==> src/rtl/ccve_pkg.sv <==
package ccve_pkg;

  // Queue between the classifier and the serializer (power of two).
  localparam int QDEPTH = 2;
  localparam int QAW    = $clog2(QDEPTH);

  // Input byte codes with a special treatment.
  localparam logic [7:0] B_NUL      = 8'h00;
  localparam logic [7:0] B_TAB      = 8'h09;
  localparam logic [7:0] B_LF       = 8'h0A;
  localparam logic [7:0] B_CR       = 8'h0D;
  localparam logic [7:0] B_ESC      = 8'h1B;
  localparam logic [7:0] B_SPACE    = 8'h20;
  localparam logic [7:0] B_TILDE    = 8'h7E;
  localparam logic [7:0] B_DEL      = 8'h7F;
  localparam logic [7:0] CARET_FLIP = 8'h40;

  // Output characters.
  localparam logic [7:0] CH_BSLASH = 8'h5C;
  localparam logic [7:0] CH_CARET  = 8'h5E;
  localparam logic [7:0] CH_ZERO   = 8'h30;
  localparam logic [7:0] CH_T      = 8'h74;
  localparam logic [7:0] CH_N      = 8'h6E;
  localparam logic [7:0] CH_R      = 8'h72;
  localparam logic [7:0] CH_E      = 8'h65;
  localparam logic [7:0] CH_X      = 8'h78;
  localparam logic [7:0] CH_UPPER_A = 8'h41;

  // One classified byte: up to four characters and the index of the last one.
  typedef struct packed {
    logic [3:0][7:0] chars;
    logic [1:0]      last_idx;
    logic            msg_end;
  } entry_t;

  // Head of the queue as seen by the serializer.
  typedef struct packed {
    logic   valid;
    entry_t entry;
  } qhead_t;

  function automatic logic [7:0] hex_digit(input logic [3:0] n);
    logic [7:0] r;
    if (n < 4'd10) begin
      r = CH_ZERO + {4'd0, n};
    end else begin
      r = CH_UPPER_A + {4'd0, n} - 8'd10;
    end
    return r;
  endfunction

  function automatic entry_t classify(input logic [7:0] b, input logic e);
    entry_t r;
    r = '0;
    r.msg_end = e;
    case (b)
      B_NUL: begin
        r.chars[0] = CH_BSLASH; r.chars[1] = CH_ZERO; r.last_idx = 2'd1;
      end
      B_TAB: begin
        r.chars[0] = CH_BSLASH; r.chars[1] = CH_T; r.last_idx = 2'd1;
      end
      B_LF: begin
        r.chars[0] = CH_BSLASH; r.chars[1] = CH_N; r.last_idx = 2'd1;
      end
      B_CR: begin
        r.chars[0] = CH_BSLASH; r.chars[1] = CH_R; r.last_idx = 2'd1;
      end
      B_ESC: begin
        r.chars[0] = CH_BSLASH; r.chars[1] = CH_E; r.last_idx = 2'd1;
      end
      default: begin
        if (b < B_SPACE || b == B_DEL) begin
          r.chars[0] = CH_CARET;
          r.chars[1] = b ^ CARET_FLIP;
          r.last_idx = 2'd1;
        end else if (b <= B_TILDE) begin
          r.chars[0] = b;
          r.last_idx = 2'd0;
        end else begin
          r.chars[0] = CH_BSLASH;
          r.chars[1] = CH_X;
          r.chars[2] = hex_digit(b[7:4]);
          r.chars[3] = hex_digit(b[3:0]);
          r.last_idx = 2'd3;
        end
      end
    endcase
    return r;
  endfunction

endpackage

==> src/rtl/ccve_front.sv <==
module ccve_front import ccve_pkg::*; (
  input  logic       push,
  input  logic [7:0] in_byte,
  input  logic       in_message_end,
  input  logic       q_full,
  output logic       full,
  output logic       wr_en,
  output entry_t     wr_entry
);

  // The front stalls only when the queue has no free slot.
  assign full     = q_full;
  assign wr_en    = push && !q_full;
  assign wr_entry = classify(in_byte, in_message_end);

endmodule

==> src/rtl/ccve_queue.sv <==
module ccve_queue import ccve_pkg::*; (
  input  logic   clk,
  input  logic   rst_n,
  input  logic   wr_en,
  input  entry_t wr_entry,
  input  logic   rd_en,
  output logic   full,
  output qhead_t head
);

  entry_t           mem_r [QDEPTH];
  logic [QAW-1:0]   wptr_r, wptr_nxt;
  logic [QAW-1:0]   rptr_r, rptr_nxt;
  logic [QAW:0]     cnt_r, cnt_nxt;
  logic             do_wr, do_rd;

  assign full       = cnt_r == (QAW+1)'(QDEPTH);
  assign head.valid = cnt_r != '0;
  assign head.entry = mem_r[rptr_r];

  assign do_wr = wr_en && !full;
  assign do_rd = rd_en && head.valid;

  // Pointers wrap naturally since the depth is a power of two.
  always_comb begin
    wptr_nxt = do_wr ? wptr_r + 1'b1 : wptr_r;
    rptr_nxt = do_rd ? rptr_r + 1'b1 : rptr_r;
    cnt_nxt  = cnt_r;
    if (do_wr && !do_rd) begin
      cnt_nxt = cnt_r + 1'b1;
    end else if (do_rd && !do_wr) begin
      cnt_nxt = cnt_r - 1'b1;
    end
  end

  always_ff @(posedge clk) begin
    if (!rst_n) begin
      wptr_r <= '0;
      rptr_r <= '0;
      cnt_r  <= '0;
    end else begin
      wptr_r <= wptr_nxt;
      rptr_r <= rptr_nxt;
      cnt_r  <= cnt_nxt;
    end
  end

  always_ff @(posedge clk) begin
    if (do_wr) begin
      mem_r[wptr_r] <= wr_entry;
    end
  end

endmodule

==> src/rtl/ccve_back.sv <==
module ccve_back import ccve_pkg::*; (
  input  logic       clk,
  input  logic       rst_n,
  input  qhead_t     head,
  input  logic       pop,
  output logic       rd_en,
  output logic       empty,
  output logic [7:0] out_char,
  output logic       out_last_of_byte,
  output logic       out_end_of_message
);

  entry_t     cur_r, cur_nxt;
  logic [1:0] idx_r, idx_nxt;
  logic       busy_r, busy_nxt;
  logic       at_last, done;

  assign at_last = idx_r == cur_r.last_idx;
  assign done    = busy_r && pop && at_last;
  // Reload in the same edge that retires the last character of a byte.
  assign rd_en   = head.valid && (!busy_r || done);

  assign empty              = !busy_r;
  assign out_char           = cur_r.chars[idx_r];
  assign out_last_of_byte   = at_last;
  assign out_end_of_message = at_last && cur_r.msg_end;

  always_comb begin
    cur_nxt  = cur_r;
    idx_nxt  = idx_r;
    busy_nxt = busy_r;
    if (rd_en) begin
      cur_nxt  = head.entry;
      idx_nxt  = 2'd0;
      busy_nxt = 1'b1;
    end else if (done) begin
      busy_nxt = 1'b0;
    end else if (busy_r && pop) begin
      idx_nxt = idx_r + 2'd1;
    end
  end

  always_ff @(posedge clk) begin
    if (!rst_n) begin
      idx_r  <= 2'd0;
      busy_r <= 1'b0;
    end else begin
      idx_r  <= idx_nxt;
      busy_r <= busy_nxt;
    end
  end

  always_ff @(posedge clk) begin
    cur_r <= cur_nxt;
  end

endmodule

==> src/rtl/control_char_visible_escaper.sv <==
// Channel   Handshake      Word contents
// input     push / full    in_byte, in_message_end
// result    empty / pop    out_char, out_last_of_byte, out_end_of_message
//
// Each byte yields one to four characters, and the result port moves one
// character per cycle while pop stays high: one character for a printable
// byte, two for a backslash or caret escape and four for a hex escape.
// A two-entry queue sits between the classifier and the serializer, so new
// bytes are taken while earlier ones are still being spelled out.
// Reset (rst_n low at a clock edge) empties the queue and the serializer.
// A stalled result holds its word; full rises only when both queue slots
// and the serializer are occupied.
module control_char_visible_escaper import ccve_pkg::*; (
  input  logic       clk,
  input  logic       rst_n,
  input  logic       push,
  output logic       full,
  input  logic [7:0] in_byte,
  input  logic       in_message_end,
  output logic       empty,
  input  logic       pop,
  output logic [7:0] out_char,
  output logic       out_last_of_byte,
  output logic       out_end_of_message
);

  logic   q_full;
  logic   wr_en;
  logic   rd_en;
  entry_t wr_entry;
  qhead_t head;

  // The front classifies each accepted byte into its full escape sequence.
  ccve_front u_front (
    .push           (push),
    .in_byte        (in_byte),
    .in_message_end (in_message_end),
    .q_full         (q_full),
    .full           (full),
    .wr_en          (wr_en),
    .wr_entry       (wr_entry)
  );

  // The queue decouples intake from the character-rate result side.
  ccve_queue u_queue (
    .clk      (clk),
    .rst_n    (rst_n),
    .wr_en    (wr_en),
    .wr_entry (wr_entry),
    .rd_en    (rd_en),
    .full     (q_full),
    .head     (head)
  );

  // The back end walks the characters of one entry, one word per pop.
  ccve_back u_back (
    .clk                (clk),
    .rst_n              (rst_n),
    .head               (head),
    .pop                (pop),
    .rd_en              (rd_en),
    .empty              (empty),
    .out_char           (out_char),
    .out_last_of_byte   (out_last_of_byte),
    .out_end_of_message (out_end_of_message)
  );

endmodule

==> config.mk <==
export PLATFORM = sky130hd
export DESIGN_NAME = control_char_visible_escaper
export DESIGN_NICKNAME = d
export VERILOG_FILES = /design/src/rtl/ccve_pkg.sv /design/src/rtl/ccve_front.sv /design/src/rtl/ccve_queue.sv /design/src/rtl/ccve_back.sv /design/src/rtl/control_char_visible_escaper.sv
export SDC_FILE = /design/constraint.sdc
export NUM_CORES = 1
export LEC_CHECK = 0
export ABC_AREA = 1
export BUFFER_PORTS_ARGS = -buffer_cell sky130_fd_sc_hd__clkbuf_2
export CORE_UTILIZATION = 55
export CTS_CLUSTER_SIZE = 24
export DETAILED_ROUTE_END_ITERATION = 12
export PLACE_DENSITY = 0.76
export SETUP_SLACK_MARGIN = 0.15
export SLEW_MARGIN = 20
export SYNTH_ARGS = -nofsm -noshare
export SYNTH_HDL_FRONTEND = slang
export SYNTH_SLANG_ARGS = --single-unit
==> constraint.sdc <==
create_clock -name clk -period 2.7 [get_ports clk]
set_clock_uncertainty 0.05 [all_clocks]
set_input_delay 0.54 -clock clk [delete_from_list [all_inputs] [get_ports clk]]
set_output_delay 0.54 -clock clk [all_outputs]
set_load 0.01 [all_outputs]
* Word level (Yosys, flattened, before mapping)
Memory sizes are Yosys's and may differ from the RTL's. A register that Yosys moved wholly into a read port is not among the register bits.
Cells that the tools add are included.
** Operators by class
- $add $sub $neg :: 11
- Magnitude comparators :: 5
- Equality and inequality tests :: 7
- Muxes and demuxes :: 16
- Bitwise gates (word level) :: 3
- Reduce and logical (&&, ||, !) cells :: 22
** Operator list (count)
- 18-bit case mux with 5 select lines :: 1
- 16-bit 2-to-1 mux :: 2
- 8-bit by 4-bit == test with 1-bit output (second input constant) :: 3
- 24-bit 2-to-1 mux :: 1
- 8-bit 2-to-1 mux :: 3
- 18-bit 2-to-1 mux :: 1
- 7-bit by 4-bit adder with 8-bit output (first input constant) :: 2
- 8-bit binary-select mux with 2-bit select :: 1
- 8-bit by 4-bit subtractor with 8-bit output (second input constant) :: 2
- 6-bit by 4-bit adder with 7-bit output (first input constant) :: 2
- 10-bit 2-to-1 mux :: 1
- 1-bit logical AND :: 9
- 8-bit by 5-bit == test with 1-bit output (second input constant) :: 1
- 8-bit by 7-bit == test with 1-bit output (second input constant) :: 1
- 8-bit by 7-bit <= comparator with 1-bit output (second input constant) :: 1
- 8-bit zero test :: 1
- 4-bit less-than comparator (second input constant) :: 2
- 8-bit by 6-bit less-than comparator with 1-bit output (second input constant) :: 1
- 2-bit nonzero test :: 3
- 5-bit OR reduction :: 1
- 2-bit by 1-bit adder with 2-bit output (second input constant) :: 2
- 1-bit zero test :: 4
- 1-bit 2-to-1 mux :: 4
- 2-bit 2-to-1 mux :: 2
- 9 further kinds :: 13
** Word-level totals
- Register bits :: 7
- Bits in writable memories :: 70
- Bits of input ports :: 13
- Output and inout port bits :: 12
- Word-level logic and storage cells :: 70
- Memories kept :: 1
** Memories
- u_queue.mem_r :: depth 2, width 35, rd ports 1, clocked after Yosys merged registers in 1, wr ports 1, RTL line ccve_queue.sv:11 : entry_t mem_r [QDEPTH];

* Logic depth before layout (Yosys ltp)
Gate-level depths: netlist of the first run.
- Depth in word-level cells :: 8
- Mapped depth :: 11
- Mapped depth without buffers :: 11

* Cells and area by module
A second synthesis of the first run with hierarchy kept.
** Unflattened totals
- Cell total of the unflattened synthesis :: 408
- Area, all modules :: 5238.8 um2
** Modules (own cells, without submodules)
- ccve_queue :: times used 1, cells each 146, area an instance 2925.3 um2, sequential area each 2202.1 um2
- ccve_back :: times used 1, cells each 117, area an instance 1508.9 um2, sequential area each 1111.1 um2
- ccve_front :: times used 1, cells each 145, area an instance 804.5 um2, sequential area each 0.0 um2

* Worst setup path before layout of the first run
Ideal clock, no wire load.
- Path type :: input-to-reg
- Start point :: input port push
- End point :: memory u_queue.mem_r[1][0] in the netlist's numbering, enable pin
- Setup time :: 0.425 ns
- Arrival :: 2.099 ns
- Required time :: 2.225 ns
- Setup slack :: 0.126 ns
- Cell stages on the path :: 2
- Path buffers :: 0
- Cells stage by stage :: o21ai_0 > nor2_1
** Between the ends
- Longest elaborated chain between the ends :: 4
** Ends and longest elaborated chain
- start: declaration :: RTL line control_char_visible_escaper.sv:16 : input logic push,
- 1-bit logical AND :: RTL line ccve_front.sv:13 : assign wr_en = push && !q_full;
- 1-bit logical AND :: RTL line ccve_queue.sv:21 : assign do_wr = wr_en && !full;
- 1-bit 2-to-1 mux :: RTL line ccve_queue.sv:49 : if (do_wr) begin
- 1-bit 2-to-1 mux (not written as such) :: RTL line ccve_queue.sv:50 : mem_r[wptr_r] <= wr_entry;
- end: declaration :: RTL line ccve_queue.sv:11
Every way passes these cells.

* Worst setup path in the final report of the first run
- Start point :: register u_back.idx_r[1]
- End point :: output port out_end_of_message
** Between the ends
- Longest elaborated chain between the ends :: 2
** Ends and longest elaborated chain
- start: declaration :: RTL line ccve_back.sv:14 : logic [1:0] idx_r, idx_nxt;
- start signal: assignment :: RTL line ccve_back.sv:48 : idx_r <= idx_nxt;
- 2-bit == test :: RTL line ccve_back.sv:18 : assign at_last = idx_r == cur_r.last_idx;
- 1-bit logical AND :: RTL line ccve_back.sv:26 : assign out_end_of_message = at_last && cur_r.msg_end;
- end: declaration :: RTL line control_char_visible_escaper.sv:24 : output logic out_end_of_message
Every way passes these cells.

==> flow_summary.toml, run 1 <==
[run_status]
status = "completed"

[route]
highest_layer = "met4"
routed_via_density = 5.35
drtIter0Drc = 133
ant_nets = 0
drcViolationCount = 0
firstDrtPassIters = 4
route.met3.wl_um = 362
vias = 2664
wire_per_inst_um = 16.5
met2_length_mm = 3.92
route.layer.met1.wl_mm = 3.88
wirelength_mm = 8.24

[logic_synthesis]
yosysUniqueCellTypes = 32
synthFlopType = "edfxtp_1"
ys_top_cells_by_area = "edfxtp_1 (64%), mux2_2 (8.0%), nor2_1 (3.5%)"
syn_inst = 353
syn_area_per_cell_sq_um = 13.1
ys_seq_area_share_pct = 67.1
synth.top_cell.area_share_pct = 64.1
synth_common_cells = "edfxtp_1 (99), nor2_1 (43), nand2_1 (38)"
synth_top_cell_by_area = "edfxtp_1"
ys_ff_latch = 106
ys_warn_count = 0
post-synth-top-count-cell = "edfxtp_1"
synth_edf_count = 99
syn_area_sq_um = 4640
async_flop_share_pct = 0

[finish]
syn2layout_area_growth_pct = 9.57
diodes = 0
num-nets-final = 411
fillers = 634
layout-drive-gt1-share_pct = 27.7

[die]
dieArea_sq_um = 8810
fp-row-count = 33
coreArea_sq_um = 8180
die-height_um = 93.8
io_pins = 25
initial_utilization_pct = 56.7
die_w_um = 93.8

[worst_setup_path]
crit_required_ps = 2110
crit_path_start_kind = "flop"
crit_fanout = 11
endpoint_kind = "output port"
critPathKind = "reg2out"
critPathArrivalTime_ps = 1630

[placement]
dpl.hpwl_mm = 5.52
dpl_worst_slack_ps = 602
gp_congestion = 0.938
io_buffers = 24

[clock_tree]
cts_tree = "yes"
numClockSinks = 106
htreeDepth = 3
cts_resized = 0
max-clock-path-buffers = 2
holdBufCountCts = 0
root_buffer = "clkbuf_8"
cts_buffers = 9
clock_latency_ps = 360
cts_setup_buffers = 0
clkTransAtPathRegs_ps = 100

[min_path]
hold_class = "in2reg"

[timing]
min_period_over_period_pct = 82.1
fmax_mhz = 451
finalSetupViolations = 0
rsz0062_at_grt = "no"
slew_viol_final = 0
fin_crit_ps = 2220
setup_ws_ps = 483
finalHoldViolCount = 0
tns_ps = 0

[global_route]
grt_first_pass_wirelength_mm = 13.2
gr-total-overflow = 0
grt_max_degree = 36
antenna_found_initial = 0
grt_pass1_vias = 2588
grt_use_total_pct = 20.7

[power]
power.density_nw_per_um2 = 879
power_leakage_nw = 1.93
peakVddDrop_mv = 0.351

[job]
cap_violations = 0
-- cell families after synthesis --
group	synth area share, %
AOI/OAI and AO/OA	6.07
xor gates and xnor gates	0.944
adders and majority gates	2.70
buffers and inverters	3.24
DFF	67.1
muxes	8.01
other	0.0808
and+or+nand+nor	11.9
-- per-stage QoR --
step,power [W],util [%],hold WS [ps],instances,cell area (sq um)
floorplan,0.00327,-,403,356,4650
global placement,0.00361,60.0,422,482,4910
detailed placement,0.00365,60.0,444,482,4910
CTS,0.00451,62.2,308,498,5080
global route,0.00471,62.2,309,498,5080
finish,0.00447,62.2,330,498,5080
-- area by class of cell --
class / count / area (sq um) / share of cell area [%]
clock inverters: 7 / 52.6 / 1.03
inverters: 30 / 113 / 2.22
well taps: 105 / 131 / 2.58
flip-flops and latches: 106 / 3110 / 61.2
clock buffers: 9 / 124 / 2.44
multi-input cells: 212 / 1390 / 27.4
repair buffers: 29 / 158 / 3.10
-- placed cells by master, fill, tap and decap left out, types with 6 or more instances in the layout --
| cell type | count |
|---|---|
| nand3_1 | 9 |
| o21ai_0 | 29 |
| nor2_1 | 41 |
| o22ai_1 | 7 |
| clkbuf_8 | 9 |
| ha_1 | 10 |
| inv_2 | 6 |
| dfxtp_1 | 7 |
| edfxtp_1 | 99 |
| inv_1 | 24 |
| clkbuf_2 | 24 |
| nand2_1 | 38 |
| mux2_2 | 33 |
-- where the power goes --
part	switching (W)	leakage, nW	internal, W
sequential	0.000107	0.993	0.00234
clock	0.000529	0.0900	0.000342
combinational	0.000715	0.851	0.000430
-- layer usage --
metal  vias to the layer above  GRT usage [%]
li1                       1310              -
met1                      1277           28.7
met2                        71           32.8
met3                         6           2.67
met4                         0           8.97
met5                         -              0
-- registers in the layout, summed over array words and instances, names as in the netlist --
signal,flops
u_back.cur_r,33
u_queue.cnt_r,2
u_queue.wptr_r,1
u_back.idx_r,2
u_queue.rptr_r,1
u_queue.mem_r,66
u_back.busy_r,1
-- critical path, cell delays in order (launching register included) --
cell and delay (ps):
dfxtp_1 550, inv_1 250, nand2_1 110, nand2_1 70, nand2_1 120, nor2_1 50
clkbuf_2 120
-- final timing paths --
path | endpoint | cells after the start | start | slack (ps)
worst min-delay path | u_queue.mem_r[0][0]$_DFFE_PP_ | 1 | in_message_end | 330
worst max register to register | u_queue.cnt_r[1]$_SDFFE_PN0P_ | 11 | u_back.idx_r[1]$_SDFFE_PP0P_ | 580
worst min register to register | u_queue.cnt_r[0]$_SDFFE_PN0P_ | 1 | u_queue.cnt_r[0]$_SDFFE_PN0P_ | 470
worst max-delay path | out_end_of_message | 6 | u_back.idx_r[1]$_SDFFE_PP0P_ | 480
Note: power is estimated with default switching activity, not from simulation.
==> run 2, diff against run 1 <==
- CORE_UTILIZATION: 55 -> 61
- PLACE_DENSITY: 0.76 -> 0.8
- clock period: 2.7 -> 2.26 ns (I/O delays scaled with it)
==> flow_summary.toml, run 2 (synthesized netlist as in run 1, its figures left out) <==
[run_status]
status = "completed"

[finish]
largest_reg_flops = 66
fillers = 523
layout-drive-gt1-share_pct = 28.5
syn2layout_area_growth_pct = 11.4
largestRegisters = "u_queue.mem_r (66), u_back.cur_r (33)"
regMostFlops = "u_queue.mem_r"
final_cell_count_no_fill = 495
final_cell_mix = "edfxtp_1 (99), nor2_1 (41), nand2_1 (38), mux2_2 (33), o21ai_0 (29)"
diodes = 0
final_common_cell = "edfxtp_1"
num-nets-final = 414

[timing]
finalHoldViolCount = 0
slew_viol_final = 0
rsz0062_at_grt = "no"
setup_ws_ps = 237
fin_crit_ps = 2020
tns_ps = 0
finalSetupViolations = 0
fmax_mhz = 494
hold_ws_ps = 236
min_period_over_period_pct = 89.5

[worst_setup_path]
critPathArrivalTime_ps = 1520
crit_slowest_cell = "dfxtp_4"
crit_fanout = 14
path_cells = "buf_4 > o21ai_0 > o22ai_1 > clkbuf_2"
crit_buf_inv = 2
slowest_delay_ps = 420
crit_required_ps = 1760
crit_family = "flip-flops"
critPathKind = "reg2out"
crit_path_start_kind = "flop"
endpoint_kind = "output port"

[clock_tree]
holdBufCountCts = 0
clock_latency_ps = 360
max-clock-path-buffers = 2
cts_buffers = 9
htreeDepth = 3
numClockSinks = 106
clkTransAtPathRegs_ps = 90
cts_tree = "yes"
root_buffer = "clkbuf_8"

[global_route]
grt_pass1_vias = 2646
grt_use_total_pct = 23.7
grt_first_pass_wirelength_mm = 13.3
grt_max_degree = 36
antenna_found_initial = 0
gr-total-overflow = 0

[die]
die-height_um = 89.2
die_w_um = 89.2
io_pins = 25
fp-row-count = 31
coreArea_sq_um = 7290
dieArea_sq_um = 7960
initial_utilization_pct = 63.6

[route]
routed_via_density = 5.58
wire_per_inst_um = 17.4
drcViolationCount = 0
firstDrtPassIters = 5
wirelength_mm = 8.62
vias = 2762
drtIter0Drc = 164
ant_nets = 0

[placement]
dpl.cell_count = 477
io_buffers = 24
gp_congestion = 0.930
dpl_worst_slack_ps = 50.4
dpl.hpwl_mm = 5.82

[power]
p_sw_share_pct = 28.9
internal_power_w = 0.00397
p_seq_share_pct = 52.9
power_leakage_nw = 1.97
p_comb_share_pct = 25.3
p_sw_w = 0.00161
peakVddDrop_mv = 0.452
clockPowerShare_pct = 21.8
power.density_nw_per_um2 = 1080
power_w = 0.00559

[min_path]
hold_class = "in2reg"

[job]
cap_violations = 0
-- run 2: changes by cell type in the layout (fill, tap and decap cells not counted), moves of 2 or more --
cell and delta:
dfxtp_1 -2, clkinv_1 +2, buf_12 +2, inv_6 -2, inv_1 -2, bufinv_16 +2
-- run 2: final timing paths --
path	from	endpoint	slack (ps)	cells after the start
min reg2reg	u_queue.cnt_r[0]$_SDFFE_PN0P_	u_queue.cnt_r[0]$_SDFFE_PN0P_	460	1
max reg2reg	u_back.idx_r[1]$_SDFFE_PP0P_	u_queue.cnt_r[1]$_SDFFE_PN0P_	270	11
max	u_back.idx_r[0]$_SDFFE_PP0P_	out_char[5]	240	4
min	in_message_end	u_queue.mem_r[0][0]$_DFFE_PP_	240	1
-- run 2: through the flow --
stage | utilization [%] | instance area (sq um)
6_report | 70.9 | 5170
3_3_place_gp | 67.6 | 4930
3_5_place_dp | 67.6 | 4930
5_1_grt | 70.9 | 5170
2_1_floorplan | - | 4660
4_1_cts | 70.8 | 5160
-- run 2: metal layers --
metal | part of all wire, % | vias to the layer above | track usage [%]
li1 | - | 1316 | -
met1 | 43 | 1354 | 31.2
met2 | 51 | 81 | 39.4
met3 | 4.6 | 11 | 4.16
met4 | 1.5 | 0 | 9.96
met5 | 0 | - | 0
-- run 2: power by group through the flow --
stage               combinational [W]  sequential [W]  clock, W
floorplan                    0.000976         0.00293         0
global placement              0.00137         0.00297         0
finish                        0.00141         0.00296   0.00122
detailed placement            0.00141         0.00300         0
global route                  0.00156         0.00300   0.00131
CTS                           0.00142         0.00296   0.00123
-- run 2: final cells by class --
type	count	area, sq um	area share (%)
multi-input combinational	212	1390	26.9
timing repair buffer	32	205	3.97
clock inverter	6	81.3	1.57
inverter	30	119	2.30
sequential	106	3120	60.3
clock buffer	10	128	2.47
tap	99	124	2.40
-- run 2: timing repair --
item,CTS,global route
gates resized for setup,4,2
endpoints found under the setup margin,37,8
endpoints found under the hold margin,0,0
setup buffers,2,0
-- run 2: worst reg2reg max path, stage by stage (launching register included) --
cell and delay, ps:
dfxtp_2 400, inv_4 140, nand2_1 70, nand2_1 100
nand3_1 80, nand2_1 120, nand2_1 130, ha_1 330
a21oi_1 120, o21ai_0 120, o21ai_0 180, a21oi_1 60
==> run 3, diff against run 2 <==
- REMOVE_ABC_BUFFERS: default -> 1
==> flow_summary.toml, run 3 (synthesized netlist as in run 1, its figures left out) <==
[clock_tree]
clkTransAtPathRegs_ps = 90
cts_tree = "yes"
max-clock-path-buffers = 2
root_buffer = "clkbuf_8"
clock_latency_ps = 360
numClockSinks = 106
cts_buffers = 9
htreeDepth = 3

[power]
p_comb_share_pct = 25.9
peakVddDrop_mv = 0.448
power_leakage_nw = 1.97
internal_power_w = 0.00382
p_sw_share_pct = 30.3
p_seq_share_pct = 54.3
p_sw_w = 0.00166
power_w = 0.00547
clockPowerShare_pct = 19.8
power.density_nw_per_um2 = 1060

[worst_setup_path]
critPathKind = "reg2out"
r2r_slack_ps = 340
crit_path_start_kind = "flop"
crit_required_ps = 1760
crit_fanout = 15
endpoint_kind = "output port"
rr_worst_depth = 10
reg2reg_to = "u_queue.cnt_r[1]$_SDFFE_PN0P_"
crit-reg2reg-launch = "u_back.idx_r[1]$_SDFFE_PP0P_"
critPathArrivalTime_ps = 1470

[min_path]
hold_depth = 1
hold_start = "in_message_end"
min_to = "u_queue.mem_r[0][0]$_DFFE_PP_"
hold_class = "in2reg"

[finish]
final_common_cell = "edfxtp_1"
layout-drive-gt1-share_pct = 28.8
fillers = 509
largestRegisters = "u_queue.mem_r (66), u_back.cur_r (33)"
regMostFlops = "u_queue.mem_r"
num-nets-final = 414
fin_area_sq_um = 5170
largest_reg_flops = 66
diodes = 0
final_cell_mix = "edfxtp_1 (99), nor2_1 (41), nand2_1 (38), mux2_2 (33), o21ai_0 (29)"
syn2layout_area_growth_pct = 11.4

[placement]
placed_cell_area_sq_um = 4960
dpl.hpwl_mm = 5.73
gp_congestion = 0.905
io_buffers = 24
dpl_worst_slack_ps = 263

[route]
wire_per_inst_um = 16.9
wirelength_mm = 8.36
drtIter0Drc = 136
vias = 2728
ant_nets = 0
drcViolationCount = 0
firstDrtPassIters = 4
routed_via_density = 5.51

[global_route]
antenna_found_initial = 0
grt_pass1_vias = 2584
grt_use_total_pct = 22.7
grt_first_pass_wirelength_mm = 12.7
gr-total-overflow = 0
grt_max_degree = 35

[run_status]
status = "completed"

[timing]
setup_ws_ps = 288
min_period_over_period_pct = 87.3
rsz0062_at_grt = "yes"
finalSetupViolations = 0
fin_crit_ps = 1970
finalHoldViolCount = 0
slew_viol_final = 0
fmax_mhz = 507

[job]
cap_violations = 0

[die]
initial_utilization_pct = 63.6
io_pins = 25
die_w_um = 89.2
coreArea_sq_um = 7290
die-height_um = 89.2
fp-row-count = 31
dieArea_sq_um = 7960
[run 3: stage by stage]
stage | cells | util, % | setup TNS (ps) | hold slack, ps
6_report | 495 | 70.8 | 0 | 240
2_1_floorplan | 348 | - | -13970 | 403
4_1_cts | 495 | 70.8 | 0 | 221
5_1_grt | 495 | 70.8 | 0 | 220
3_5_place_dp | 478 | 68.1 | 0 | 436
3_3_place_gp | 478 | 68.1 | 0 | 427
[run 3: power groups by stage]
stage	clock network, W	registers, W	logic, W
floorplan	0	0.00302	0.000856
detailed placement	0	0.00302	0.00142
CTS	0.00111	0.00298	0.00144
finish	0.00108	0.00297	0.00142
global placement	0	0.00299	0.00138
global route	0.00118	0.00302	0.00155
[run 3: worst max-delay path, stage by stage (launching register included)]
cell        delay (ps)
dfxtp_4            420
clkinvlp_4          90
buf_4              190
o21ai_0            190
o22ai_1             90
clkbuf_2           130
[run 3: routing by layer]
metal	vias up	track usage, %	part of all wire, %
met2	82	36.2	49
met4	0	13.0	3.1
met5	-	0	0
li1	1319	-	-
met1	1304	29.8	44
met3	23	3.60	4.1
[run 3: area by class of cell]
type | instances | area, sq um | area share [%]
timing repair buffer | 32 | 230 | 4.46
inverter | 30 | 116 | 2.25
sequential | 106 | 3120 | 60.4
multi-input combinational | 212 | 1390 | 27.0
clock buffer | 10 | 128 | 2.47
clock inverter | 6 | 57.6 | 1.11
tap | 99 | 124 | 2.40
[run 3: worst max path at each step]
stage / from / end / slack (ps) / depth (start not counted)
final: u_back.idx_r[0]$_SDFFE_PP0P_ / out_char[3] / 290 / 5
after global routing: u_back.idx_r[1]$_SDFFE_PP0P_ / u_queue.cnt_r[1]$_SDFFE_PN0P_ / 130 / 10
after CTS: u_back.idx_r[1]$_SDFFE_PP0P_ / u_queue.cnt_r[1]$_SDFFE_PN0P_ / 230 / 10
after detailed placement: in_byte[1] / u_queue.mem_r[0][3]$_DFFE_PP_ / 260 / 10
after global placement: in_byte[4] / u_queue.mem_r[0][3]$_DFFE_PP_ / 270 / 10
after floorplan: push / u_queue.mem_r[1][0]$_DFFE_PP_ / -230 / 2
[run 3: timing repair]
action                                  in CTS  in global routing
endpoints found under the setup margin       7                  4
gates resized for setup                      2                  2
buffers inserted                             1                  0
hold buffers                                 0                  0
pin swaps                                    0                  0
cloned                                       0                  0
